--- config.mk ---
export PLATFORM = sky130hd
export DESIGN_NAME = piecewise_linear_calibration_unit
export DESIGN_NICKNAME = d
export VERILOG_FILES = /design/src/design/plc_pkg.sv /design/src/design/piecewise_linear_calibration_unit.sv /design/src/design/plc_seg_select.sv /design/src/design/plc_slope_mul.sv /design/src/design/plc_round_add.sv
export SDC_FILE = /design/constraint.sdc
export NUM_CORES = 1
export LEC_CHECK = 0
export ABC_CLOCK_PERIOD_IN_PS = 9700
export BUFFER_PORTS_ARGS = -buffer_cell sky130_fd_sc_hd__clkbuf_2
export CORE_MARGIN = 4
export CORE_UTILIZATION = 39
export DETAILED_ROUTE_END_ITERATION = 8
export MAX_ROUTING_LAYER = met4
export PLACE_DENSITY = 0.52
export SLEW_MARGIN = 30
export SYNTH_ARGS = -nofsm -noshare
export SYNTH_HDL_FRONTEND = slang
export SYNTH_HIERARCHICAL = 1
export SYNTH_SLANG_ARGS = --single-unit
--- constraint.sdc ---
create_clock -name i_clk -period 9.7 [get_ports i_clk]
set_input_delay 1.94 -clock i_clk [delete_from_list [all_inputs] [get_ports i_clk]]
set_output_delay 1.94 -clock i_clk [all_outputs]
set_load 0.05 [all_outputs]
--- src/design/plc_pkg.sv ---
// calibration table, slope constants and pipeline types
// no dependencies
`timescale 1ns / 1ps
`default_nettype none

package plc_pkg;

    localparam int NUM_POINTS = 10;
    localparam int NUM_SEGS   = NUM_POINTS - 1;
    localparam int SEG_W      = $clog2(NUM_POINTS);
    localparam int RAW_W      = 12;
    localparam int TEMP_W     = 14;
    localparam int SLOPE_W    = 14;
    localparam int SLOPE_FRAC = 12;
    localparam int DIFF_W     = RAW_W + 1;
    localparam int PROD_W     = SLOPE_W + 1 + DIFF_W;
    localparam int CORR_W     = PROD_W - SLOPE_FRAC;
    localparam int IN_BYTES_W  = 16;
    localparam int OUT_BYTES_W = 16;

    localparam logic [RAW_W-1:0] PT_RAW [NUM_POINTS] = '{
        12'd140, 12'd200, 12'd300, 12'd400, 12'd500,
        12'd600, 12'd700, 12'd800, 12'd900, 12'd960
    };

    localparam logic signed [TEMP_W-1:0] PT_TRUE [NUM_POINTS] = '{
        14'sd232,  14'sd392,  14'sd600,  14'sd820,  14'sd1000,
        14'sd1200, 14'sd1360, 14'sd1492, 14'sd1620, 14'sd1672
    };

    localparam logic [SLOPE_W-1:0] SEG_SLOPE [NUM_SEGS] = '{
        14'd10923, 14'd8520, 14'd9011, 14'd7373, 14'd8192,
        14'd6554,  14'd5407, 14'd5243, 14'd3550
    };

    localparam logic [PROD_W-1:0] ROUND_HALF = PROD_W'(1) << (SLOPE_FRAC - 1);

    typedef struct packed {
        logic [RAW_W-1:0] raw;
        logic [SEG_W-1:0] seg;
    } t_sel;

    typedef struct packed {
        logic signed [PROD_W-1:0] prod;
        logic [SEG_W-1:0]         seg;
    } t_mul;

endpackage

`default_nettype wire

--- src/design/piecewise_linear_calibration_unit.sv ---
// top level of the thermocouple calibration pipeline
// depends on plc_pkg, plc_seg_select, plc_slope_mul and plc_round_add
//
// usage:
// s_axis carries one raw reading per transfer (12 bits, quarter degrees, unsigned).
// m_axis returns one calibrated temperature per reading, in order
// (14 bits, two's complement, quarter degrees).
// each result reaches m_axis through the three register stages in order:
// segment select, slope multiply, round and add.
// throughput is one reading per cycle while the receiver keeps m_axis_tready high;
// each stage holds one item and takes the next as soon as its own item moves on.
// when the receiver stalls, the stages fill up and s_axis_tready drops after
// three held items; nothing is lost or repeated and the pending result holds.
// a synchronous active-low reset empties all stages; the block keeps no other state.
`timescale 1ns / 1ps
`default_nettype none

module piecewise_linear_calibration_unit
    import plc_pkg::*;
(
    input  wire logic                   i_clk,
    input  wire logic                   i_rst_n,
    input  wire logic                   s_axis_tvalid,
    output logic                        s_axis_tready,
    input  wire logic [IN_BYTES_W-1:0]  s_axis_tdata,  // [11:0] raw_reading, rest zero
    output logic                        m_axis_tvalid,
    input  wire logic                   m_axis_tready,
    output logic [OUT_BYTES_W-1:0]      m_axis_tdata   // [13:0] true_temperature, rest zero
);

    logic                     sel_valid;
    logic                     sel_ready;
    t_sel                     sel;
    logic                     mul_valid;
    logic                     mul_ready;
    t_mul                     mul;
    logic signed [TEMP_W-1:0] temp;

    plc_seg_select u_sel (
        .i_clk   (i_clk),
        .i_rst_n (i_rst_n),
        .i_valid (s_axis_tvalid),
        .o_ready (s_axis_tready),
        .i_raw   (s_axis_tdata[RAW_W-1:0]),
        .o_valid (sel_valid),
        .i_ready (sel_ready),
        .o_sel   (sel)
    );

    plc_slope_mul u_mul (
        .i_clk   (i_clk),
        .i_rst_n (i_rst_n),
        .i_valid (sel_valid),
        .o_ready (sel_ready),
        .i_sel   (sel),
        .o_valid (mul_valid),
        .i_ready (mul_ready),
        .o_mul   (mul)
    );

    plc_round_add u_add (
        .i_clk   (i_clk),
        .i_rst_n (i_rst_n),
        .i_valid (mul_valid),
        .o_ready (mul_ready),
        .i_mul   (mul),
        .o_valid (m_axis_tvalid),
        .i_ready (m_axis_tready),
        .o_temp  (temp)
    );

    assign m_axis_tdata = {{(OUT_BYTES_W - TEMP_W){1'b0}}, temp};

endmodule

`default_nettype wire

--- src/design/plc_seg_select.sv ---
// stage one: compares the reading with the inner table points and registers the segment
// depends on plc_pkg
`timescale 1ns / 1ps
`default_nettype none

module plc_seg_select
    import plc_pkg::*;
(
    input  wire logic             i_clk,
    input  wire logic             i_rst_n,
    input  wire logic             i_valid,
    output logic                  o_ready,
    input  wire logic [RAW_W-1:0] i_raw,
    output logic                  o_valid,
    input  wire logic             i_ready,
    output t_sel                  o_sel
);

    logic             r_valid;
    t_sel             r_sel;
    logic [SEG_W-1:0] n_seg;

    // segment index is the number of inner points lying strictly below the reading
    always_comb begin
        n_seg = '0;
        for (int k = 1; k < NUM_POINTS - 1; k++) begin
            if (i_raw > PT_RAW[k]) begin
                n_seg = n_seg + SEG_W'(1);
            end
        end
    end

    assign o_ready = !r_valid || i_ready;

    always_ff @(posedge i_clk) begin
        if (!i_rst_n) begin
            r_valid <= 1'b0;
        end else if (o_ready) begin
            r_valid <= i_valid;
        end
    end

    always_ff @(posedge i_clk) begin
        if (o_ready && i_valid) begin
            r_sel.raw <= i_raw;
            r_sel.seg <= n_seg;
        end
    end

    assign o_valid = r_valid;
    assign o_sel   = r_sel;

endmodule

`default_nettype wire

--- src/design/plc_slope_mul.sv ---
// stage two: distance from the segment's lower point times the segment slope
// depends on plc_pkg
`timescale 1ns / 1ps
`default_nettype none

module plc_slope_mul
    import plc_pkg::*;
(
    input  wire logic i_clk,
    input  wire logic i_rst_n,
    input  wire logic i_valid,
    output logic      o_ready,
    input  wire t_sel i_sel,
    output logic      o_valid,
    input  wire logic i_ready,
    output t_mul      o_mul
);

    logic                      r_valid;
    t_mul                      r_mul;
    logic signed [DIFF_W-1:0]  n_diff;
    logic signed [SLOPE_W:0]   n_slope;
    logic signed [PROD_W-1:0]  n_prod;

    always_comb begin
        n_diff  = $signed({1'b0, i_sel.raw}) - $signed({1'b0, PT_RAW[i_sel.seg]});
        n_slope = $signed({1'b0, SEG_SLOPE[i_sel.seg]});
        n_prod  = PROD_W'(n_slope) * PROD_W'(n_diff);
    end

    assign o_ready = !r_valid || i_ready;

    always_ff @(posedge i_clk) begin
        if (!i_rst_n) begin
            r_valid <= 1'b0;
        end else if (o_ready) begin
            r_valid <= i_valid;
        end
    end

    always_ff @(posedge i_clk) begin
        if (o_ready && i_valid) begin
            r_mul.prod <= n_prod;
            r_mul.seg  <= i_sel.seg;
        end
    end

    assign o_valid = r_valid;
    assign o_mul   = r_mul;

endmodule

`default_nettype wire

--- src/design/plc_round_add.sv ---
// stage three: rounds the product to whole steps and adds the lower point's true value
// depends on plc_pkg
`timescale 1ns / 1ps
`default_nettype none

module plc_round_add
    import plc_pkg::*;
(
    input  wire logic                i_clk,
    input  wire logic                i_rst_n,
    input  wire logic                i_valid,
    output logic                     o_ready,
    input  wire t_mul                i_mul,
    output logic                     o_valid,
    input  wire logic                i_ready,
    output logic signed [TEMP_W-1:0] o_temp
);

    logic                      r_valid;
    logic signed [TEMP_W-1:0]  r_temp;
    logic signed [PROD_W-1:0]  n_biased;
    logic signed [CORR_W-1:0]  n_corr;
    logic signed [CORR_W-1:0]  n_sum;

    // arithmetic shift gives floor, so halves round toward plus infinity
    always_comb begin
        n_biased = i_mul.prod + $signed(ROUND_HALF);
        n_corr   = CORR_W'(n_biased >>> SLOPE_FRAC);
        n_sum    = CORR_W'(PT_TRUE[i_mul.seg]) + n_corr;
    end

    assign o_ready = !r_valid || i_ready;

    always_ff @(posedge i_clk) begin
        if (!i_rst_n) begin
            r_valid <= 1'b0;
        end else if (o_ready) begin
            r_valid <= i_valid;
        end
    end

    always_ff @(posedge i_clk) begin
        if (o_ready && i_valid) begin
            r_temp <= n_sum[TEMP_W-1:0];
        end
    end

    assign o_valid = r_valid;
    assign o_temp  = r_temp;

endmodule

`default_nettype wire

Word level (Yosys, flattened, before mapping)
Memories as Yosys holds them, arrays and structs flattened.
Index checks and enable logic that the tools add are counted.
Storage, ports and cells
  bits in read-only memories: 640
  register bits after elaboration: 63
  output and inout port bits: 18
  bits of input ports: 20
  memories: 3
  logic and storage cells: 57
Memory list
  (no name shown): words 16, bits a word 14, read ports 1, clocked after memory_dff 0, write ports 0, line plc_slope_mul.sv:27  | n_slope = $signed({1'b0, SEG_SLOPE[i_sel.seg]});
  (no name shown): words 16, bits a word 14, read ports 1, clocked after memory_dff 0, write ports 0, line plc_round_add.sv:29  | n_sum = CORR_W'(PT_TRUE[i_mul.seg]) + n_corr;
  (no name shown): words 16, bits a word 12, read ports 1, clocked after memory_dff 0, write ports 0, line plc_slope_mul.sv:26  | n_diff = $signed({1'b0, i_sel.raw}) - $signed({1'b0, PT_RAW[i_sel.seg]});
Cells by class
  reduce and logical (&&, ||, !) cells: 9
  $lt $le $gt $ge: 10
  multiplexer cells: 14
  bitwise logic cells: 2
  $mul: 1
  $add $sub $neg: 10
Operator list (number)
  $mux 14: 4
  $gt 12x10->1 const B: 4
  $gt 12x9->1 const B: 3
  $mux 4: 7
  $add 26x13->26 const B: 1
  $mul 15x13->26: 1
  $add 4x1->4 const B: 6
  $mux 12: 2
  $add 14x14->14: 1
  $sub 12x12->13: 1
  $gt 12x8->1 const B: 1
  $ge 5x5->1 const B: 2
  $not 4->5: 2
  $logic_and 1x1->1: 3
  $logic_not 1->1: 3
  $logic_or 1x1->1: 3
  $add 1x1->2 const B: 1
  $mux 1: 1

Longest topological paths before layout
Gate-level depths: netlist of run 1.
  depth in word-level cells: 16
  depth in mapped cells: 32
  depth with buffers taken out: 30

Cells and area by module
Netlist of run 1, hierarchy kept.
Modules (own cells, without submodules)
  plc_slope_mul: seq. area each 980.9 um^2, area each 8047.7 um^2, cells each 887, instances 1
  plc_seg_select: seq. area each 500.5 um^2, area each 1466.4 um^2, cells each 151, instances 1
  plc_round_add: seq. area each 440.4 um^2, area each 1382.6 um^2, cells each 146, instances 1
  piecewise_linear_calibration_unit: seq. area each 0.0 um^2, area each 18.8 um^2, cells each 3, instances 1

Least setup slack after synthesis of run 1
No wires, ideal clock.
  path kind: flip-flop to flip-flop
  from: reg u_sel.r_sel, in the netlist u_sel/o_sel[0]
  to: reg, netlist name u_mul/o_mul[30]
  setup slack: 2.053 ns
  data arrival time: 7.384 ns
  period minus slack after synthesis: 7.647 ns
  library setup time: 0.264 ns
  data required time: 9.436 ns
  buffers on the path: 0
  cell stages (with the launch flop): 28
  cell sequence: edfxtp_1 -> inv_1 -> ha_1 -> o21ai_0 -> ha_1 -> nor2b_1 -> o21a_1 -> o21ai_1 -> a21oi_1 -> xnor2_1 -> nor2_1 -> fa_1 -> inv_1 -> fa_1 -> inv_1 -> fa_1 -> inv_1 -> fa_1 -> fa_1 -> fa_1 -> inv_1 -> ha_1 -> and3_1 -> and3_1 -> a21oi_2 -> nor4_1 -> a221oi_1 -> xnor2_1
RTL lines
  start: declaration: line plc_seg_select.sv:20  | t_sel r_sel;

Worst setup path in the final report of run 1
  from: reg u_sel.r_sel, in the netlist u_sel/o_sel[0]
  to: reg u_mul.r_mul, in the netlist u_mul/o_mul[26], data pin
Between the ends
  cells in the longest elaborated chain, start to end: 6
  elaborated cells on any way between the ends: 9
  those cells by class: add/sub (1); mul (1); mux (4); bitwise (1); memory (2)
Ends and longest elaborated chain
  $not 4->5 (implied by the code) *: line plc_slope_mul.sv:26, plc_slope_mul.sv:27
  $mem_v2 16x12
  $mux 12 (implied by the code) (2 in a row): line plc_slope_mul.sv:26
  $sub 12x12->13: line plc_slope_mul.sv:26
  $mul 15x13->26 *: line plc_slope_mul.sv:28  | n_prod = PROD_W'(n_slope) * PROD_W'(n_diff);
  via u_mul.n_prod[22]: line plc_slope_mul.sv:23  | logic signed [PROD_W-1:0] n_prod;
  end: declaration: line plc_slope_mul.sv:20  | t_mul r_mul;
The timed path passes the listed nets; every way through them passes the cells marked *. The select of a mux whose other input is x is not followed.
A chain may end at the register's enable or synchronous reset.

==> impl_metrics.json, run 1 <==
{
  "maxCapViolations": 0,
  "first_global_vias": 7675,
  "core_um2": 26000,
  "stdcell_count": 1492,
  "rsz0062_at_grt": "no",
  "multi_input_area_um2": 7870,
  "cts_max_level": 2,
  "crit_path_start_kind": "register",
  "path_clk_slew_ns": 0.08,
  "setup_viol": 0,
  "hold_class": "reg2reg",
  "synthCells": 1138,
  "clkSinkCount": 52,
  "floorplan.initialDensity_pct": 39.5,
  "finalCritPeriodShare_pct": 90.4,
  "drc": 0,
  "grt_overflow": 0,
  "antenna_found_initial": 0,
  "via_count": 7712,
  "fin_worst_skew_ns": 0.0173,
  "cp.arrival_ns": 8.82,
  "syn_area_per_cell_um2": 9.01,
  "drtIter0Drc": 476,
  "min_period_ns": 8.77,
  "grtUsageTotal_pct": 17.8,
  "drt_first_pass_iters": 5,
  "drv_slew": 0,
  "die-area_um2": 29000,
  "worstPathRequired_ns": 9.75,
  "relSlewSlack_pct": 34.6,
  "holdPathStages": 2,
  "hold_buffers": 0,
  "clk_path_buf_depth": 2,
  "post_drt_wl_per_cell_um": 16.3,
  "clock_latency_ns": 0.31,
  "cp_max_fo": 10,
  "syn_area_um2": 10300,
  "via_per_inst": 5.17,
  "worstSetupPathType": "reg2reg",
  "rows": 59,
  "die_h_um": 170,
  "layout-area-overhead-vs-synth_pct": 6.66,
  "cts_setup_buffers": 0,
  "clockRootBuffer": "clkbuf_16",
  "cts_resized": 0,
  "seqCellArea_um2": 1530,
  "diodes": 0,
  "port_buffers": 31,
  "dp_hpwl_um": 20500,
  "dp_cells": 1484,
  "cts_buffers": 5,
  "ys_warn_count": 6,
  "tightest_slew_ns": 0.971,
  "ios": 38,
  "nNetsFinal": 1442,
  "fill_cells": 2674,
  "hold_viol_final": 0,
  "outcome": "finished clean",
  "drive_gt1_share_pct": 7.17,
  "timing.fmax_mhz": 114,
  "cts_tree": "yes",
  "ant_nets": 0,
  "grt_max_degree": 21,
  "wirelength_um": 24300,
  "r2r_cells": 27,
  "fin_setup_tns_ns": 0,
  "die_x_um": 170,
  "place.gp.congestion": 0.882,
  "end_kind": "register",
  "grt_pass1_wl_um": 40000
}
[metrics by stage]
step	area [um^2]	hold slack [ns]	util [%]	setup slack, ns
after floorplan	10300	0.421	-	2.10
after global placement	10800	0.454	41.4	0.960
after detailed placement	10800	0.464	41.4	0.903
after CTS	10900	0.462	42.1	0.857
after global routing	10900	0.491	42.1	0.393
final	10900	0.462	42.1	0.928
[cell type report]
type	instances	share of cell area (%)
Tap cell	335	3.83
Clock inverter	2	0.354
Timing Repair Buffer	41	2.10
Clock buffer	6	1.18
Sequential cell	52	14.0
Multi-Input combinational cell	863	71.9
Inverter	193	6.62
[worst max-delay path, cell delays in order (launching register included)]
cell      delay [ns]
edfxtp_1        0.69
inv_1           0.27
ha_1            0.48
o21ai_0         0.39
ha_1            0.30
nor2b_1         0.13
o21a_1          0.18
o21ai_1         0.31
a21oi_1         0.18
xnor2_1         0.59
nor2_1          0.16
fa_1            0.55
inv_1           0.05
fa_1            0.47
inv_1           0.05
fa_1            0.53
inv_1           0.06
fa_1            0.50
fa_1            0.51
fa_1            0.51
inv_1           0.04
ha_1            0.35
and3_1          0.25
and3_1          0.21
a21oi_2         0.27
o21ai_0         0.19
a31oi_1         0.22
xnor2_1         0.08
[state kept, by name, summed over array words and instances, names as in the netlist]
register and flops:
u_add/o_temp 14, u_mul/o_valid 1, u_sel/o_sel 16, u_add/o_valid 1, u_mul/o_mul 19, u_sel/o_valid 1
[layout by cell type (no fill, tap or decap), drive strengths merged, types with 8 or more instances in the layout]
master  count
and3        8
nand4       8
fa        134
xnor2      39
and2       29
nor2      100
nand2b     17
xor2       22
nand3      22
a211oi      9
edfxtp     49
o21ai      35
o21a        8
ha        132
o211ai     11
nor3       16
a21o        9
a21oi      53
inv       193
clkbuf     37
nand2     129
buf        10
[routing by layer]
metal / wire length [um] / vias up / global-route usage, %
met5: 0 / - / -
met4: 283 / 0 / 3.16
met3: 1000 / 25 / 2.07
met2: 11400 / 168 / 28.4
met1: 11600 / 3765 / 24.8
li1: - / 3754 / -
[final timing paths]
kind	from	to	slack, ns
hold reg to reg	u_mul/o_valid	u_add/o_valid	0.46
hold / removal	u_mul/o_valid	u_add/o_valid	0.46
setup reg to reg	u_sel/o_sel[0]	u_mul/o_mul[26]	0.93
setup / recovery	u_sel/o_sel[0]	u_mul/o_mul[26]	0.93
Power of run 1 is left out: the tool's default activity adds up to more than one toggle a clock period on the data nets, which glitch-free logic cannot reach.
==> run 2: changes to the inputs <==
--- a/config.mk
+++ b/config.mk
@@ -8,10 +8,10 @@
 export ABC_CLOCK_PERIOD_IN_PS = 9700
 export BUFFER_PORTS_ARGS = -buffer_cell sky130_fd_sc_hd__clkbuf_2
 export CORE_MARGIN = 4
-export CORE_UTILIZATION = 39
+export CORE_UTILIZATION = 55
 export DETAILED_ROUTE_END_ITERATION = 8
 export MAX_ROUTING_LAYER = met4
-export PLACE_DENSITY = 0.52
+export PLACE_DENSITY = 0.7
 export SLEW_MARGIN = 30
 export SYNTH_ARGS = -nofsm -noshare
 export SYNTH_HDL_FRONTEND = slang
==> impl_metrics.json, run 2 (synthesized netlist as in run 1, its figures left out) <==
{
  "outcome": "finished clean",
  "crit_top_cell": "fa_1",
  "floorplan.initialDensity_pct": 56.5,
  "cts_resized": 0,
  "rsz0062_at_grt": "no",
  "drtIter0Drc": 559,
  "setup_viol": 0,
  "r2r_slack_ns": 1.11,
  "cts_max_level": 2,
  "grt_pass1_wl_um": 36800,
  "clkSinkCount": 52,
  "core_um2": 18100,
  "hold_class": "reg2reg",
  "holdPathStages": 2,
  "finalCritPeriodShare_pct": 88.6,
  "die-area_um2": 20900,
  "cts_buffers": 5,
  "via_per_inst": 5.61,
  "relSlewSlack_pct": 37.6,
  "place.gp.congestion": 0.952,
  "clk_path_buf_depth": 2,
  "ios": 38,
  "cts_tree": "yes",
  "drive_gt1_share_pct": 6.85,
  "min_period_ns": 8.59,
  "r2r_cells": 26,
  "grt_max_degree": 21,
  "rows": 49,
  "hold_buffers": 0,
  "fin_hold_ws_ns": 0.462,
  "crit_path_start_kind": "register",
  "post_drt_wl_per_cell_um": 16.3,
  "first_global_vias": 7494,
  "end_kind": "register",
  "layout-area-overhead-vs-synth_pct": 4.88,
  "via_count": 7755,
  "largest_reg_flops": 19,
  "clock_latency_ns": 0.30,
  "cts_setup_buffers": 0,
  "fin_worst_skew_ns": 0.0137,
  "final_common_cell": "inv_1",
  "grtUsageTotal_pct": 22.7,
  "hold_end": "u_add/o_valid",
  "nNetsFinal": 1439,
  "hold_viol_final": 0,
  "worstPathRequired_ns": 9.74,
  "cp.arrival_ns": 8.63,
  "diodes": 0,
  "grt_overflow": 0,
  "cpPeakStageDelay_ns": 0.61,
  "maxCapViolations": 0,
  "timing.fmax_mhz": 116,
  "final_cell_mix": "191 x inv_1, 134 x fa_1, 132 x ha_1",
  "dp_cells": 1375,
  "wirelength_um": 22500,
  "drc": 0,
  "hp-start": "u_mul/o_valid",
  "fin_setup_tns_ns": 0,
  "slowest_stage": "edfxtp_1",
  "port_buffers": 31,
  "clockRootBuffer": "clkbuf_16",
  "die_h_um": 145,
  "crit-reg2reg-capture": "u_mul/o_mul[26]",
  "r2r-start": "u_sel/o_sel[0]",
  "cp_max_fo": 10,
  "antenna_found_initial": 0,
  "dp_hpwl_um": 18800,
  "path_clk_slew_ns": 0.08,
  "drt_first_pass_iters": 5,
  "ant_nets": 0,
  "drv_slew": 0,
  "worstSetupPathType": "reg2reg",
  "die_x_um": 145,
  "tightest_slew_ns": 0.929,
  "stdcell_count": 1383
}
==> run 2: changes by cell type in the layout (fill, tap and decap cells not counted), sizes merged <==
cell	change
clkinv	+2
bufinv	-1
clkbuf	-1
buf	-3
==> run 2: final cells by class <==
type | count | area (um^2)
multi-input combinational | 863 | 7860
fill | 1570 | 7390
sequential | 52 | 1530
inverter | 193 | 724
tap | 229 | 287
timing repair buffer | 38 | 205
clock buffer | 5 | 125
clock inverter | 3 | 26.3
==> run 2: layer usage <==
metal	vias to the layer above	share of wire (%)	track usage, %
li1	3747	-	-
met1	3701	46	31.3
met2	273	46	36.3
met3	34	6.5	3.64
met4	0	1.6	3.83
met5	-	0	-
==> run 2: how the worst max path moves through the flow <==
stage / start / endpoint / cells after the start / slack, ns
after global routing: u_sel/o_sel[0] / u_mul/o_mul[26] / 27 / 0.79
after CTS: u_sel/o_sel[0] / u_mul/o_mul[26] / 26 / 1.14
after floorplan: u_sel/o_sel[0] / u_mul/o_mul[26] / 27 / 2.10
after global placement: u_sel/o_sel[0] / u_mul/o_mul[26] / 26 / 1.20
final: u_sel/o_sel[0] / u_mul/o_mul[26] / 26 / 1.11
after detailed placement: u_sel/o_sel[0] / u_mul/o_mul[26] / 26 / 1.16
==> run 2: worst max-delay path, delay by kind of cell (launching register included) <==
kind | cells | cell delay, ns
AOI/OAI and AO/OA | 8 | 1.80
xor gates and xnor gates | 2 | 0.48
buffers and inverters | 4 | 0.39
adders and majority gates | 9 | 4.47
DFF | 1 | 0.61
and+or+nand+nor | 3 | 0.59
==> run 2: per-stage QoR <==
stage	worst slack, ns	cell area (um^2)	utilization (%)
final	1.11	10800	59.3
after global routing	0.785	10800	59.3
after detailed placement	1.16	10600	58.5
after floorplan	2.10	10300	-
after global placement	1.20	10600	58.4
after CTS	1.14	10800	59.3
Power of run 2 is left out for the same reason.
==> run 3: changes to the inputs <==
--- a/config.mk
+++ b/config.mk
@@ -5,7 +5,7 @@
 export SDC_FILE = /design/constraint.sdc
 export NUM_CORES = 1
 export LEC_CHECK = 0
-export ABC_CLOCK_PERIOD_IN_PS = 9700
+export ABC_CLOCK_PERIOD_IN_PS = 11100
 export BUFFER_PORTS_ARGS = -buffer_cell sky130_fd_sc_hd__clkbuf_2
 export CORE_MARGIN = 4
 export CORE_UTILIZATION = 55
==> constraint.sdc (replaced) <==
create_clock -name i_clk -period 11.1 [get_ports i_clk]
set_input_delay 2.22 -clock i_clk [delete_from_list [all_inputs] [get_ports i_clk]]
set_output_delay 2.22 -clock i_clk [all_outputs]
set_load 0.05 [all_outputs]
==> impl_metrics.json, run 3 (synthesized netlist as in run 1, its figures left out) <==
{
  "cp_max_fo": 20,
  "post_drt_wl_per_cell_um": 16.7,
  "rsz0062_at_grt": "no",
  "path_clk_slew_ns": 0.08,
  "worstSetupPathType": "reg2reg",
  "finalCritPeriodShare_pct": 81.5,
  "grtUsageTotal_pct": 23.4,
  "layout-area-overhead-vs-synth_pct": 4.76,
  "clkSinkCount": 52,
  "relSlewSlack_pct": 23.4,
  "crit_family": "adder cells",
  "drv_slew": 0,
  "end_kind": "register",
  "first_global_vias": 7638,
  "dp_cells": 1373,
  "fin_util_pct": 59.2,
  "clk_path_buf_depth": 2,
  "cts_tree": "yes",
  "ant_nets": 0,
  "drive_gt1_share_pct": 6.68,
  "cpPeakStageDelay_ns": 0.92,
  "slowest_stage": "xnor2_1",
  "final_common_cell": "inv_1",
  "cts_resized": 0,
  "grt_pass1_wl_um": 37700,
  "drc": 0,
  "die_x_um": 145,
  "min_period_ns": 9.05,
  "largest_reg_flops": 19,
  "cts_buffers": 5,
  "crit_path_start_kind": "register",
  "place.gp.congestion": 0.940,
  "core_um2": 18100,
  "cp.arrival_ns": 9.09,
  "antenna_found_initial": 0,
  "tightest_slew_ns": 1.14,
  "fin_worst_skew_ns": 0.00954,
  "crit_top_cell": "fa_1",
  "clock_latency_ns": 0.29,
  "maxCapViolations": 0,
  "cts_max_level": 2,
  "grt_overflow": 0,
  "nNetsFinal": 1437,
  "rows": 49,
  "ios": 38,
  "die_h_um": 145,
  "diodes": 0,
  "hold_class": "reg2reg",
  "dp_hpwl_um": 19100,
  "wirelength_um": 23000,
  "final_cell_mix": "191 x inv_1, 134 x fa_1, 132 x ha_1",
  "drt_first_pass_iters": 6,
  "stdcell_count": 1381,
  "grt_max_degree": 21,
  "setup_viol": 0,
  "worstPathRequired_ns": 11.15,
  "outcome": "finished clean",
  "drtIter0Drc": 618,
  "timing.fmax_mhz": 111,
  "via_count": 7837,
  "clockRootBuffer": "clkbuf_16",
  "hold_viol_final": 0,
  "cts_setup_buffers": 0,
  "floorplan.initialDensity_pct": 56.5,
  "via_per_inst": 5.67,
  "hold_buffers": 0,
  "die-area_um2": 20900,
  "fin_setup_tns_ns": 0,
  "port_buffers": 31,
  "crit_buf_inv": 5
}
==> run 3: changes by cell type in the layout (fill, tap and decap cells not counted), sizes merged <==
cell  change
buf       -2
==> run 3: layout make-up <==
| cell class | count | area [um^2] |
|---|---|---|
| Clock inverter | 3 | 26.3 |
| Clock buffer | 5 | 125 |
| Sequential cell | 52 | 1530 |
| Timing Repair Buffer | 36 | 193 |
| Tap cell | 229 | 287 |
| Multi-Input combinational cell | 863 | 7860 |
| Inverter | 193 | 724 |
| Fill cell | 1597 | 7400 |
==> run 3: stage by stage <==
step | setup slack [ns] | area [um^2] | hold WS, ns
2_1_floorplan | 3.50 | 10300 | 0.421
3_3_place_gp | 2.33 | 10600 | 0.452
3_5_place_dp | 2.25 | 10600 | 0.461
4_1_cts | 2.21 | 10700 | 0.462
5_1_grt | 1.76 | 10700 | 0.503
6_report | 2.05 | 10700 | 0.467
==> run 3: metal layers <==
| layer | share of wire [%] | GRT usage, % | wire, um |
|---|---|---|---|
| met1 | 44 | 31.8 | 10100 |
| met2 | 47 | 37.2 | 10900 |
| met3 | 7.2 | 4.40 | 1660 |
| met4 | 1.7 | 4.57 | 381 |
| met5 | 0 | - | 0 |
==> run 3: final timing paths <==
path	slack (ns)	end	depth (start not counted)	from
max	2.05	u_mul/o_mul[26]	26	u_sel/o_sel[2]
min	0.47	u_add/o_valid	2	u_mul/o_valid
max reg2reg	2.05	u_mul/o_mul[26]	26	u_sel/o_sel[2]
min reg2reg	0.47	u_add/o_valid	2	u_mul/o_valid
==> run 3: tightest hold or removal path: stages, from the launching register on <==
cell and delay [ns]:
dfxtp_1 0.32, inv_1 0.05, a21boi_0 0.06
Power of run 3 is left out for the same reason.
